--- config.mk ---
export PLATFORM = sky130hd
export DESIGN_NAME = lse_ctrl
export DESIGN_NICKNAME = d
export VERILOG_FILES = /design/src/hdl/lse_pkg.sv /design/src/hdl/lse_ctrl.sv
export SDC_FILE = /design/constraint.sdc
export NUM_CORES = 1
export LEC_CHECK = 0
export ABC_AREA = 1
export BUFFER_PORTS_ARGS = -buffer_cell sky130_fd_sc_hd__buf_2
export CAP_MARGIN = 20
export CELL_PAD_IN_SITES_DETAIL_PLACEMENT = 1
export CELL_PAD_IN_SITES_GLOBAL_PLACEMENT = 2
export CORE_MARGIN = 3
export CORE_UTILIZATION = 21
export DETAILED_ROUTE_END_ITERATION = 16
export GPL_TIMING_DRIVEN = 0
export PLACE_DENSITY_LB_ADDON = 0.15
export SYNTH_ARGS = -nofsm -noshare
export SYNTH_HDL_FRONTEND = slang
export SYNTH_SLANG_ARGS = --single-unit
export TNS_END_PERCENT = 50
--- constraint.sdc ---
create_clock -name aclk -period 4.26 [get_ports aclk]
set_clock_uncertainty 0.05 [all_clocks]
set_input_delay 1.278 -clock aclk [delete_from_list [all_inputs] [get_ports aclk]]
set_output_delay 1.278 -clock aclk [all_outputs]
set_load 0.02 [all_outputs]
--- src/hdl/lse_pkg.sv ---
`timescale 1ns / 1ps
package lse_pkg;
    localparam int LINE_CAPACITY_DEF = 256;
    localparam int LINE_BYTES_DEF = 256;
    localparam logic [31:0] LCG_MUL = 32'd1103515245;
    localparam logic [31:0] LCG_ADD = 32'd12345;
    localparam logic [7:0] NEWLINE = 8'd10;

    localparam logic [1:0] MODE_DATA = 2'd0;
    localparam logic [1:0] MODE_END = 2'd1;
    localparam logic [1:0] MODE_FETCH = 2'd2;
    localparam logic [1:0] MODE_RSVD = 2'd3;

    localparam logic [1:0] CFG_SEED = 2'd0;
    localparam logic [1:0] CFG_LIMIT_ON = 2'd1;
    localparam logic [1:0] CFG_LIMIT_LINES = 2'd2;

    // controller to datapath
    typedef struct packed {
        logic load_byte;   // store data byte
        logic close_line;  // newline or end with partial line
        logic shuf_init;   // load generator from seed
        logic lcg_step;    // advance generator, start modulo
        logic rd_hi;       // read index table at j-1 and k
        logic swap;        // write back entry j-1
        logic swap_k;      // write back entry k, step j down
        logic emit_init;   // clear emit pointers
        logic fetch_rd;    // read line entry for fetch
        logic fetch_byte;  // read byte store for fetch
        logic fetch_done;  // form result and advance
    } lse_cmd_t;

    // datapath to controller
    typedef struct packed {
        logic more_shuf;   // j > 1
        logic div_busy;
        logic emit_avail;  // an output byte remains
        logic full;        // line table full
        logic len_max;     // current line at its byte limit
        logic has_part;    // current line holds bytes
    } lse_stat_t;
endpackage

--- src/hdl/lse_ctrl.sv ---
`timescale 1ns / 1ps
module lse_ctrl
    import lse_pkg::*;
(
    input  logic       aclk,
    input  logic       aresetn,
    input  logic       s_valid,
    output logic       s_ready,
    input  logic [1:0] s_mode,
    input  logic [7:0] s_data_byte,
    output logic       m_valid,
    input  logic       m_ready,
    output lse_cmd_t   cmd,
    input  lse_stat_t  stat
);
    typedef enum logic [3:0] {
        S_LOAD, S_SH_INIT, S_SH_STEP, S_SH_DIV, S_SH_RD, S_SH_SWAP, S_SH_SWAP_K,
        S_EMIT, S_F_RD, S_F_BYTE, S_F_DONE, S_OUT
    } state_t;

    state_t state_reg, state_next;
    logic emitting_reg, emitting_next;
    logic acc;

    assign acc = s_valid && s_ready;
    assign s_ready = (state_reg == S_LOAD) || (state_reg == S_EMIT);
    assign m_valid = (state_reg == S_OUT);

    always_comb begin
        cmd = '0;
        state_next = state_reg;
        emitting_next = emitting_reg;
        unique case (state_reg)
            S_LOAD: begin
                if (acc) begin
                    if (s_mode == MODE_DATA) begin
                        if (s_data_byte == NEWLINE)
                            cmd.close_line = 1'b1;
                        else if (s_data_byte != 8'd0 && !stat.full && !stat.len_max)
                            cmd.load_byte = 1'b1;
                    end else if (s_mode == MODE_END) begin
                        cmd.close_line = stat.has_part;
                        state_next = S_SH_INIT;
                    end else if (s_mode == MODE_FETCH) begin
                        cmd.fetch_rd = 1'b1;
                        state_next = S_F_RD;
                    end
                end
            end
            S_SH_INIT: begin
                cmd.shuf_init = 1'b1;
                state_next = S_SH_STEP;
            end
            S_SH_STEP: begin
                if (stat.more_shuf) begin
                    cmd.lcg_step = 1'b1;
                    state_next = S_SH_DIV;
                end else begin
                    cmd.emit_init = 1'b1;
                    emitting_next = 1'b1;
                    state_next = S_EMIT;
                end
            end
            S_SH_DIV: if (!stat.div_busy) state_next = S_SH_RD;
            S_SH_RD: begin
                cmd.rd_hi = 1'b1;
                state_next = S_SH_SWAP;
            end
            S_SH_SWAP: begin
                cmd.swap = 1'b1;
                state_next = S_SH_SWAP_K;
            end
            S_SH_SWAP_K: begin
                cmd.swap_k = 1'b1;
                state_next = S_SH_STEP;
            end
            S_EMIT: begin
                if (acc && s_mode == MODE_FETCH) begin
                    cmd.fetch_rd = 1'b1;
                    state_next = S_F_RD;
                end
            end
            S_F_RD: begin
                if (emitting_reg && stat.emit_avail) begin
                    cmd.fetch_byte = 1'b1;
                    state_next = S_F_BYTE;
                end else
                    state_next = S_OUT;
            end
            S_F_BYTE: begin
                cmd.fetch_done = 1'b1;
                state_next = S_OUT;
            end
            S_F_DONE: state_next = S_OUT;
            S_OUT: if (m_ready) state_next = emitting_reg ? S_EMIT : S_LOAD;
            default: state_next = S_LOAD;
        endcase
    end

    // state register
    always_ff @(posedge aclk) begin
        if (!aresetn) begin
            state_reg <= S_LOAD;
            emitting_reg <= 1'b0;
        end else begin
            state_reg <= state_next;
            emitting_reg <= emitting_next;
        end
    end

    a_out_hold: assert property (@(posedge aclk) disable iff (!aresetn)
        m_valid && !m_ready |=> m_valid) else $error("result dropped");
    a_no_accept_shuf: assert property (@(posedge aclk) disable iff (!aresetn)
        cmd.swap |-> !s_ready) else $error("accept during shuffle");
    a_load_only: assert property (@(posedge aclk) disable iff (!aresetn)
        cmd.load_byte |-> !emitting_reg) else $error("load after end");
endmodule

== Yosys cells after proc, flatten, opt, wreduce, memory -nomap -nowiden ==
Cells that the tools add are included.
Widths: inputs -> output; s select.
Word-level totals
  input port bits: 20
  register bits: 5
  bits in read-only memories: 0
  logic and storage cells: 74
  memories kept: 0
  latch bits: 0
  bits in writable memories: 0
  output and inout port bits: 13
Cells by class
  multiplexer cells: 36
  shifts and indexed selects: 0
  magnitude comparators: 0
  eq/ne operators: 20
  divide/modulo/power cells: 0
  reductions and logical operators: 15
  add/subtract/negate cells: 0
  multipliers: 0
  bitwise gates (word level): 1
Operator list (count)
  $pmux 4 s10: 1
  $mux 4: 7
  $mux 1: 22
  $eq 4x3->1 const B: 4
  $eq 4x4->1 const B: 4
  $eq 4x2->1 const B: 2
  $eq 8x4->1 const B: 1
  $reduce_bool 8->1: 1
  $mux 2: 3
  $mux 3: 2
  $ne 2x2->1 const B: 3
  $reduce_and 6->1: 1
  $logic_and 1x1->1: 5
  $eq 4x1->1 const B: 1
  $logic_not 4->1: 1
  $ne 2x1->1 const B: 2
  $reduce_or 2->1: 2
  $ne 3x1->1 const B: 1
  $eq 2x1->1 const B: 1
  $eq 2x2->1 const B: 1
  $logic_not 1->1: 2
  $logic_not 2->1: 1
  $pmux 1 s2: 1
  $reduce_and 2->1: 1
  2 further kinds: 2

== Longest topological paths before layout ==
Gate-level depths: netlist of the first run.
  depth in word-level cells: 8
  gate-level depth with buffers: 10
  mapped depth without buffers: 10

== Least setup slack after synthesis of the first run ==
No wires, ideal clock.
  path kind: in2out
  start: input port s_data_byte[5]
  end: output port cmd[9] in the netlist's numbering
  path buffers: 0
  data required time: 2932 ps
  stages: 3
  data arrival time: 2148 ps
  path slack: 784 ps
  path through: nor4_1 -> nand4_1 -> a21oi_1
RTL lines
  start, declared: line lse_ctrl.sv:10  | input logic [7:0] s_data_byte,
  end, declared: line lse_ctrl.sv:13  | output lse_cmd_t cmd,

==> results of run 1 <==
[path summary, 6_finish.rpt]
path / to / slack, ns
max: cmd[9] / 0.62
max reg2reg: state_reg[2] / 2.89
min: emitting_reg / 0.47
min reg2reg: emitting_reg / 0.47
[through the flow]
| stage | power, W | utilization | std cells | setup slack (ns) |
|---|---|---|---|---|
| after detailed placement | 0.000375 | 0.305 | 162 | 0.621 |
| after floorplan | 0.000301 | - | 100 | 0.784 |
| after global placement | 0.000373 | 0.305 | 162 | 0.601 |
| final | 0.000423 | 0.315 | 166 | 0.618 |
| after CTS | 0.000432 | 0.315 | 166 | 0.591 |
| after global routing | 0.000474 | 0.315 | 166 | 0.514 |
[power by group through the flow]
stage,registers [W],clock network [W],logic [W]
2_1_floorplan,0.0000758,0,0.000225
3_3_place_gp,0.0000795,0,0.000294
3_5_place_dp,0.0000794,0,0.000296
4_1_cts,0.0000785,0.0000548,0.000299
5_1_grt,0.0000822,0.0000602,0.000332
6_report,0.0000785,0.0000528,0.000292
[synthesized netlist by cell type]
master | number | share of area
sky130_fd_sc_hd__and3_1 | 1 | 0.011
sky130_fd_sc_hd__nor2_2 | 7 | 0.076
sky130_fd_sc_hd__nor4_1 | 2 | 0.022
sky130_fd_sc_hd__nand2_4 | 4 | 0.078
sky130_fd_sc_hd__o21ai_2 | 1 | 0.015
sky130_fd_sc_hd__nor3_1 | 4 | 0.035
sky130_fd_sc_hd__nor2_1 | 13 | 0.084
sky130_fd_sc_hd__a21oi_1 | 3 | 0.026
sky130_fd_sc_hd__nand2_1 | 24 | 0.16
sky130_fd_sc_hd__inv_2 | 4 | 0.026
sky130_fd_sc_hd__nor3b_1 | 1 | 0.013
sky130_fd_sc_hd__nand3_4 | 1 | 0.030
sky130_fd_sc_hd__nand3_1 | 3 | 0.026
sky130_fd_sc_hd__nand2_2 | 3 | 0.032
sky130_fd_sc_hd__a21boi_0 | 1 | 0.013
sky130_fd_sc_hd__o2111ai_1 | 1 | 0.015
sky130_fd_sc_hd__nand4_1 | 3 | 0.032
sky130_fd_sc_hd__o211ai_1 | 2 | 0.026
sky130_fd_sc_hd__dfxtp_1 | 5 | 0.17
sky130_fd_sc_hd__clkinv_1 | 1 | 0.0065
sky130_fd_sc_hd__inv_1 | 16 | 0.10
[critical path, cell delays in order]
cell and delay [ns]:
sky130_fd_sc_hd__buf_2 0.10, sky130_fd_sc_hd__nor4_1 0.47, sky130_fd_sc_hd__nand4_1 0.13, sky130_fd_sc_hd__a21oi_1 0.16
sky130_fd_sc_hd__buf_2 0.18
[layer usage]
layer	up-vias	global-route usage	routed length (microns)
li1	387	-	-
met1	301	0.142	823
met2	24	0.179	778
met3	0	0.0154	130
met4	0	0.0298	0
met5	-	0	0
[kinds of logic after synthesis]
kind of cell / count (synthesis) / share of synthesized area
and+or+nand+nor: 66 / 0.595
buffers and inverters: 21 / 0.136
AOI/OAI and AO/OA: 8 / 0.0952
DFF: 5 / 0.173
[cell type report]
class / instances / area [sq um]
Clock buffer: 4 / 26.3
Tap cell: 30 / 37.5
Sequential cell: 5 / 100
Fill cell: 366 / 1740
Inverter: 21 / 78.8
Timing Repair Buffer: 32 / 160
Multi-Input combinational cell: 74 / 399
==> flow_summary.yaml, run 1 <==
final_layout:
  num-nets-final: 157
  antennaDiodeCount: 0
  area_growth_pct: 38.7
  largest_register_ff_count: 4
  layout-drive-gt1-share: 0.404
  layout_commonest_cell: "sky130_fd_sc_hd__buf_2"
  fin_area_sq_um: 802
  most-common-layout-cells: "sky130_fd_sc_hd__buf_2 (32), sky130_fd_sc_hd__nand2_1 (24), sky130_fd_sc_hd__inv_1 (16)"
power:
  pwr-share-comb: 0.690
  internal-power_w: 0.000197
  clock_power_share: 0.125
  max-vdd-ir-drop_mv: 0.214
  power.static_leakage_nw: 0.472
  switching_power_w: 0.000226
  p_sw_frac: 0.535
  power-per-cell-area_nw_per_um2: 527
  p_seq_frac: 0.186
floorplan:
  design.core.area_sq_um: 2540
  io-pin-count: 33
  die_area_sq_um: 3420
  floorplan.rows: 18
  initial_utilization: 0.227
  die_h_microns: 58.5
  die-width_microns: 58.5
routing:
  dr.pass1.iters: 3
  detailedRoute.firstIterationViolations: 8
  vias: 712
  route.final.wire_length_microns: 1730
  routedWlPerCell_microns: 10.4
  remaining_routing_drc_violations: 0
  post_drt_via_cell_ratio: 4.29
  drt.antenna.violating_nets: 0
synth:
  postSynthCellCount: 100
  synth.yosys.warnings: 0
  synth_area_per_cell_sq_um: 5.78
  synthesis.area_sq_um: 578
  synth_cell_types: 21
  synth-seq-area-share: 0.173
  synth.ff_latch_count: 5
  synth_fp_nets: 120
status:
  run_status: "completed"
clock_tree:
  clock_sinks: 5
  cts_made_buffers: 3
  postCtsSetupRepairBufs: 0
  htree_levels: 1
  post_cts_hold_buffer_count: 0
  path_clk_slew_ns: 0.04
  clock_path_buffers: 2
  cts-resized-gates: 0
  clk_root_buffer_cell: "sky130_fd_sc_hd__clkbuf_4"
  cts_tree: "built"
  clk_latency_ns: 0.23
timing:
  timing.max_slew.rel_slack: 0.671
  timing.hold.ws_ns: 0.465
  timing.final.crit_period_ns: 3.64
  drv_slew: 0
  max_clock_freq_ghz: 0.275
  slew_at_the_pin_closest_to_its_max_slew_limit_ns: 0.488
  setup-violations-final: 0
  final.period_utilization: 0.855
  grt_setup_unrepaired: "false"
  final_total_negative_setup_slack_ns: 0
  finalHoldViolations: 0
global_routing:
  grt_max_degree: 6
  grt_first_pass_wirelength_microns: 2900
  total_global_routing_overflow: 0
  first_global_vias: 712
  grtUsageTotal: 0.107
  antenna_found_initial: 0
worst_hold_path:
  min_from: "emitting_reg"
  hold_depth: 2
  worst_hold_path_type: "reg2reg"
critical_path:
  r2r-start: "state_reg[3]"
  cp.arrival_ns: 2.31
  critical_path.endpoint_type: "primary output"
  rr_worst_depth: 7
  crit_path_start: "s_data_byte[5]"
  cp_data_required_time_ns: 2.93
  cp_max_fo: 3
  worstSetupPathType: "in2out"
  critical_path.startpoint_type: "input port"
placed_design:
  dpl-instance-area_sq_um: 776
  place_congestion: 0.728
  port-buffer-count: 32
  detailedPlacementHpwl_microns: 1590
run:
  max-cap-violations: 0
(Power assumes the default switching activity.)
==> run 2: changes to the inputs <==
--- a/config.mk
+++ b/config.mk
@@ -5,13 +5,12 @@
 export SDC_FILE = /design/constraint.sdc
 export NUM_CORES = 1
 export LEC_CHECK = 0
-export ABC_AREA = 1
 export BUFFER_PORTS_ARGS = -buffer_cell sky130_fd_sc_hd__buf_2
 export CAP_MARGIN = 20
 export CELL_PAD_IN_SITES_DETAIL_PLACEMENT = 1
 export CELL_PAD_IN_SITES_GLOBAL_PLACEMENT = 2
 export CORE_MARGIN = 3
-export CORE_UTILIZATION = 21
+export CORE_UTILIZATION = 22
 export DETAILED_ROUTE_END_ITERATION = 16
 export GPL_TIMING_DRIVEN = 0
 export PLACE_DENSITY_LB_ADDON = 0.15
==> run 2 against run 1 <==
Flip-flop and latch count did not move. Power rose by 9.3%. Critical path depth did not move. Combinational power rose by 12%. Synthesized cell count fell by 24%. Via count fell by 2.2%. First-iteration DRC count rose by 13%. Sequential power rose by 2.7%. Area after synthesis fell by 5.0%. Final cell count fell by 16%. Fmax fell by 0.19%. Non-clock buffer count rose by 5. Critical path type unchanged.
==> flow_summary.yaml, run 2 <==
final_layout:
  filler_free_cell_count_of_the_finished_design: 140
  layout_commonest_cell: "sky130_fd_sc_hd__buf_2"
  largest_register_ff_count: 4
  most-common-layout-cells: "sky130_fd_sc_hd__buf_2 (34), sky130_fd_sc_hd__nand2_1 (11), sky130_fd_sc_hd__nor2_1 (7)"
  layout-drive-gt1-share: 0.402
  antennaDiodeCount: 0
  num-nets-final: 133
  n_fill_cell: 298
  area_growth_pct: 40.5
  final_core_util: 0.336
floorplan:
  die_h_microns: 56.0
  die_area_sq_um: 3130
  io-pin-count: 33
  initial_utilization: 0.239
  floorplan.rows: 17
  die-width_microns: 56.0
  design.core.area_sq_um: 2300
global_routing:
  grt_first_pass_wirelength_microns: 3160
  grt_max_degree: 11
  grtUsageTotal: 0.122
  total_global_routing_overflow: 0
  antenna_found_initial: 0
  first_global_vias: 730
synth:
  postSynth.asyncResetShare: 0
  synthesis.area_sq_um: 549
  yosys-top-cells-count: "sky130_fd_sc_hd__nand2_1 (11), sky130_fd_sc_hd__nor2_1 (7), sky130_fd_sc_hd__dfxtp_1 (5)"
  synth_area_per_cell_sq_um: 7.23
  synth_edf_count: 0
  synth-seq-area-share: 0.182
  synth_cell_types: 37
  synth-main-ff-cell: "sky130_fd_sc_hd__dfxtp_1"
  postSynthCellCount: 76
  synth_area_leaders: "sky130_fd_sc_hd__dfxtp_1 (18%), sky130_fd_sc_hd__nand2_1 (7.5%), sky130_fd_sc_hd__nor2_1 (4.8%)"
  synth.yosys.warnings: 0
  most_instantiated_library_cell_after_synthesis: "sky130_fd_sc_hd__nand2_1"
  yosysTopAreaCellShare: 0.182
  synth_fp_nets: 96
  synth.ff_latch_count: 5
  synthDominantAreaCellType: "sky130_fd_sc_hd__dfxtp_1"
critical_path:
  crit_path_cell_chain: "buf_2 -> nand3b_1 -> or4_1 -> a31oi_1 -> buf_2"
  critical_path.endpoint_type: "primary output"
  cell_at_the_slowest_stage_of_the_critical_path: "sky130_fd_sc_hd__or4_1"
  cp.arrival_ns: 2.32
  slowest_delay_ns: 0.42
  cp_data_required_time_ns: 2.93
  cp_max_fo: 5
  worstSetupPathType: "in2out"
  critical_path.startpoint_type: "input port"
  critical_path.most_common_cell: "sky130_fd_sc_hd__buf_2"
timing:
  drv_slew: 0
  final_total_negative_setup_slack_ns: 0
  max_clock_freq_ghz: 0.274
  setup-violations-final: 0
  post-route-worst-setup-slack_ns: 0.611
  timing.max_slew.rel_slack: 0.732
  final.period_utilization: 0.856
  grt_setup_unrepaired: "false"
  timing.final.crit_period_ns: 3.65
  slew_at_the_pin_closest_to_its_max_slew_limit_ns: 0.403
  timing.hold.ws_ns: 0.521
  finalHoldViolations: 0
clock_tree:
  cts_made_buffers: 3
  cts_tree: "built"
  clock_sinks: 5
  clk_root_buffer_cell: "sky130_fd_sc_hd__clkbuf_4"
  postCtsSetupRepairBufs: 0
  post_cts_hold_buffer_count: 0
  path_clk_slew_ns: 0.05
  cts-resized-gates: 0
  clk_latency_ns: 0.25
  htree_levels: 1
  clock_path_buffers: 2
power:
  internal-power_w: 0.000234
  p_seq_frac: 0.174
  max-vdd-ir-drop_mv: 0.206
  clock_power_share: 0.120
  power-per-cell-area_nw_per_um2: 599
  p_sw_frac: 0.493
  power.static_leakage_nw: 0.378
  pwr-share-comb: 0.705
  switching_power_w: 0.000228
placed_design:
  place_inst: 136
  port-buffer-count: 32
  worst_slack_placed_ns: 0.566
  place_congestion: 0.776
  detailedPlacementHpwl_microns: 1530
status:
  run_status: "completed"
run:
  max-cap-violations: 0
routing:
  dr.pass1.iters: 4
  vias: 696
  detailed_routed_wire_length_on_met2_microns: 848
  post_drt_via_cell_ratio: 4.97
  routedWlPerCell_microns: 12.8
  detailedRoute.firstIterationViolations: 9
  routed-wl-met3_microns: 97
  route.final.wire_length_microns: 1800
  drt.antenna.violating_nets: 0
  remaining_routing_drc_violations: 0
  maxUsedRoutingLayer: "met3"
  wl_met1_microns: 851
worst_hold_path:
  worst_hold_path_type: "reg2reg"
run 2: logic make-up (layout without fill, tap and decap cells):
family                 count (synthesis)  count (layout)  share of synthesized area
AND/OR/NAND/NOR                       42              42                      0.421
flip-flops                             5               5                      0.182
buffers and inverters                  7              43                     0.0660
XOR/XNOR                               2               2                     0.0319
multiplexers                           2               2                     0.0364
AO/OA/AOI/OAI                         18              18                      0.262
run 2: critical path: cells and delay by family:
kind / cells / cell delay, ns
AND/OR/NAND/NOR: 2 / 0.59
buffers and inverters: 2 / 0.31
AO/OA/AOI/OAI: 1 / 0.14
run 2: final timing paths:
kind | end | slack, ns | cells past startpoint | startpoint
max | cmd[10] | 0.61 | 5 | s_mode[1]
max reg2reg | state_reg[2] | 2.71 | 4 | state_reg[1]
min | state_reg[2] | 0.52 | 2 | emitting_reg
min reg2reg | state_reg[2] | 0.52 | 2 | emitting_reg
run 2: layout make-up:
type / instances / area (sq um) / share of cell area
Buffer: 5 / 28.8 / 0.0373
Clock buffer: 3 / 22.5 / 0.0292
Clock inverter: 1 / 5.00 / 0.00648
Inverter: 2 / 7.51 / 0.00972
Multi-Input combinational cell: 64 / 413 / 0.535
Sequential cell: 5 / 100 / 0.130
Tap cell: 28 / 35.0 / 0.0454
Timing Repair Buffer: 32 / 160 / 0.207
run 2: per-layer routing:
metal	global-route usage	vias up
li1	-	350
met1	0.155	327
met2	0.209	19
met3	0.0325	0
met4	0.0203	0
met5	0	-
run 2: through the flow:
| stage | power (W) | instance area [sq um] |
|---|---|---|
| floorplan | 0.000325 | 549 |
| global route | 0.000517 | 772 |
| detailed placement | 0.000413 | 744 |
| finish | 0.000462 | 772 |
| CTS | 0.000471 | 772 |
| global placement | 0.000417 | 744 |
run 2: power groups by stage:
stage	sequential [W]	combinational (W)	clock [W]
floorplan	0.0000769	0.000249	0
global placement	0.0000822	0.000335	0
detailed placement	0.0000815	0.000331	0
CTS	0.0000809	0.000332	0.0000585
global route	0.0000832	0.000369	0.0000643
finish	0.0000806	0.000326	0.0000556
==> run 3: changes to the inputs <==
--- a/config.mk
+++ b/config.mk
@@ -10,7 +10,7 @@
 export CELL_PAD_IN_SITES_DETAIL_PLACEMENT = 1
 export CELL_PAD_IN_SITES_GLOBAL_PLACEMENT = 2
 export CORE_MARGIN = 3
-export CORE_UTILIZATION = 22
+export CORE_UTILIZATION = 18
 export DETAILED_ROUTE_END_ITERATION = 16
 export GPL_TIMING_DRIVEN = 0
 export PLACE_DENSITY_LB_ADDON = 0.15
==> constraint.sdc (replaced) <==
create_clock -name aclk -period 3.05 [get_ports aclk]
set_clock_uncertainty 0.05 [all_clocks]
set_input_delay 0.915 -clock aclk [delete_from_list [all_inputs] [get_ports aclk]]
set_output_delay 0.915 -clock aclk [all_outputs]
set_load 0.02 [all_outputs]
==> run 3 against run 2 <==
Clock power is 39% higher. First-iteration DRC count is 22% higher. Critical path depth stayed put. Sequential share of layout area hardly changed. Global-route usage is 0.57 points lower. Routed wire length is 8.7% higher. Combinational power is 44% higher. Largest cell class unchanged. Largest power group unchanged.
==> flow_summary.yaml, run 3 (synthesis gave the netlist of run 2 again) <==
status:
  run_status: "completed"
clock_tree:
  clk_latency_ns: 0.24
  post_cts_hold_buffer_count: 0
  postCtsSetupRepairBufs: 0
  path_clk_slew_ns: 0.05
  htree_levels: 1
  clock_path_buffers: 2
  cts_made_buffers: 3
  clock_sinks: 5
  clk_root_buffer_cell: "sky130_fd_sc_hd__clkbuf_4"
  cts-resized-gates: 0
  cts_tree: "built"
placed_design:
  port-buffer-count: 32
  place_inst: 139
  worst_slack_placed_ns: 0.104
  detailedPlacementHpwl_microns: 1580
  place_congestion: 0.686
worst_hold_path:
  worst_hold_path_type: "reg2reg"
  hold_depth: 2
  min_from: "emitting_reg"
  worst_hold_endpoint: "state_reg[2]"
critical_path:
  timing.reg2reg.setup_slack_ns: 1.48
  critical_path.endpoint_type: "primary output"
  critical_path.most_common_cell: "sky130_fd_sc_hd__buf_2"
  cp_data_required_time_ns: 2.08
  cp_max_fo: 5
  rr_worst_depth: 5
  cell_at_the_slowest_stage_of_the_critical_path: "sky130_fd_sc_hd__or4_1"
  critical_path.startpoint_type: "input port"
  worstSetupPathType: "in2out"
  crit_path_cell_chain: "buf_2 -> nand3b_1 -> or4_1 -> a31oi_1 -> buf_2"
  cp.arrival_ns: 1.97
  timing.rr.end: "state_reg[3]"
  r2r-start: "state_reg[2]"
  slowest_delay_ns: 0.42
timing:
  finalHoldViolations: 0
  final_total_negative_setup_slack_ns: 0
  timing.max_slew.rel_slack: 0.728
  post-route-worst-setup-slack_ns: 0.113
  timing.final.crit_period_ns: 2.94
  setup-violations-final: 0
  final.period_utilization: 0.963
  grt_setup_unrepaired: "false"
  max_clock_freq_ghz: 0.341
  drv_slew: 0
  slew_at_the_pin_closest_to_its_max_slew_limit_ns: 0.407
global_routing:
  grt_max_degree: 11
  grt_first_pass_wirelength_microns: 3320
  grtUsageTotal: 0.117
  antenna_found_initial: 0
  total_global_routing_overflow: 0
  first_global_vias: 719
power:
  p_sw_frac: 0.500
  clock_power_share: 0.117
  switching_power_w: 0.000330
  pwr-share-comb: 0.712
  total_power_consumption_w: 0.000659
  max-vdd-ir-drop_mv: 0.285
  power-per-cell-area_nw_per_um2: 851
  p_seq_frac: 0.170
  internal-power_w: 0.000329
  power.static_leakage_nw: 0.375
final_layout:
  filler_free_cell_count_of_the_finished_design: 143
  largest_register_ff_count: 4
  antennaDiodeCount: 0
  most-common-layout-cells: "sky130_fd_sc_hd__buf_2 (34), sky130_fd_sc_hd__nand2_1 (11), sky130_fd_sc_hd__nor2_1 (7)"
  num-nets-final: 133
  ff_latch_area_sq_um: 100
  n_fill_cell: 359
  layout-drive-gt1-share: 0.393
  layout_commonest_cell: "sky130_fd_sc_hd__buf_2"
  multi_input_area_sq_um: 413
  area_growth_pct: 41.0
routing:
  route.final.wire_length_microns: 1950
  dr.pass1.iters: 4
  routedWlPerCell_microns: 13.7
  detailedRoute.firstIterationViolations: 11
  post_drt_via_cell_ratio: 4.87
  vias: 696
  drt.antenna.violating_nets: 0
  remaining_routing_drc_violations: 0
floorplan:
  design.core.area_sq_um: 2830
  die_area_sq_um: 3750
  initial_utilization: 0.194
  io-pin-count: 33
  die-width_microns: 61.2
  floorplan.rows: 19
  die_h_microns: 61.2
run:
  max-cap-violations: 0
-- run 3: metrics by stage --
stage | hold WS (ns) | util | cell area [sq um]
3_3_place_gp | 0.493 | 0.264 | 748
2_1_floorplan | 0.448 | - | 549
3_5_place_dp | 0.501 | 0.264 | 748
5_1_grt | 0.532 | 0.274 | 774
6_report | 0.496 | 0.274 | 774
4_1_cts | 0.499 | 0.274 | 774
-- run 3: cell type report --
class | instances | area share
multi-input combinational | 64 | 0.533
clock buffer | 4 | 0.0339
sequential | 5 | 0.129
buffer | 5 | 0.0372
timing repair buffer | 32 | 0.207
tap | 31 | 0.0501
inverter | 2 | 0.00969
-- run 3: critical path, delay by kind of cell --
family / cells / cell delay [ns]
buffers and inverters: 2 / 0.31
AO/OA/AOI/OAI: 1 / 0.15
AND/OR/NAND/NOR: 2 / 0.59
-- run 3: power groups by stage --
| stage | registers (W) | clock network [W] | logic, W |
|---|---|---|---|
| CTS | 0.000113 | 0.0000808 | 0.000476 |
| global placement | 0.000113 | 0 | 0.000475 |
| detailed placement | 0.000114 | 0 | 0.000474 |
| floorplan | 0.000107 | 0 | 0.000347 |
| finish | 0.000112 | 0.0000772 | 0.000469 |
| global route | 0.000117 | 0.0000859 | 0.000526 |
-- run 3: worst max path at each step --
stage | depth (start not counted) | startpoint | endpoint | slack [ns]
after floorplan | 3 | s_mode[1] | cmd[10] | 0.24
after global placement | 5 | s_mode[1] | cmd[10] | 0.1
after detailed placement | 5 | s_mode[1] | cmd[10] | 0.10
after CTS | 5 | s_mode[1] | cmd[10] | 0.09
after global routing | 5 | s_mode[1] | cmd[10] | 0.03
final | 5 | s_mode[1] | cmd[10] | 0.11
-- run 3: per-layer routing --
| layer | GRT usage | vias up | part of all wire |
|---|---|---|---|
| li1 | - | 351 | - |
| met1 | 0.162 | 325 | 0.48 |
| met2 | 0.180 | 18 | 0.46 |
| met3 | 0.0168 | 2 | 0.052 |
| met4 | 0.0464 | 0 | 0.0026 |
| met5 | 0 | - | 0 |
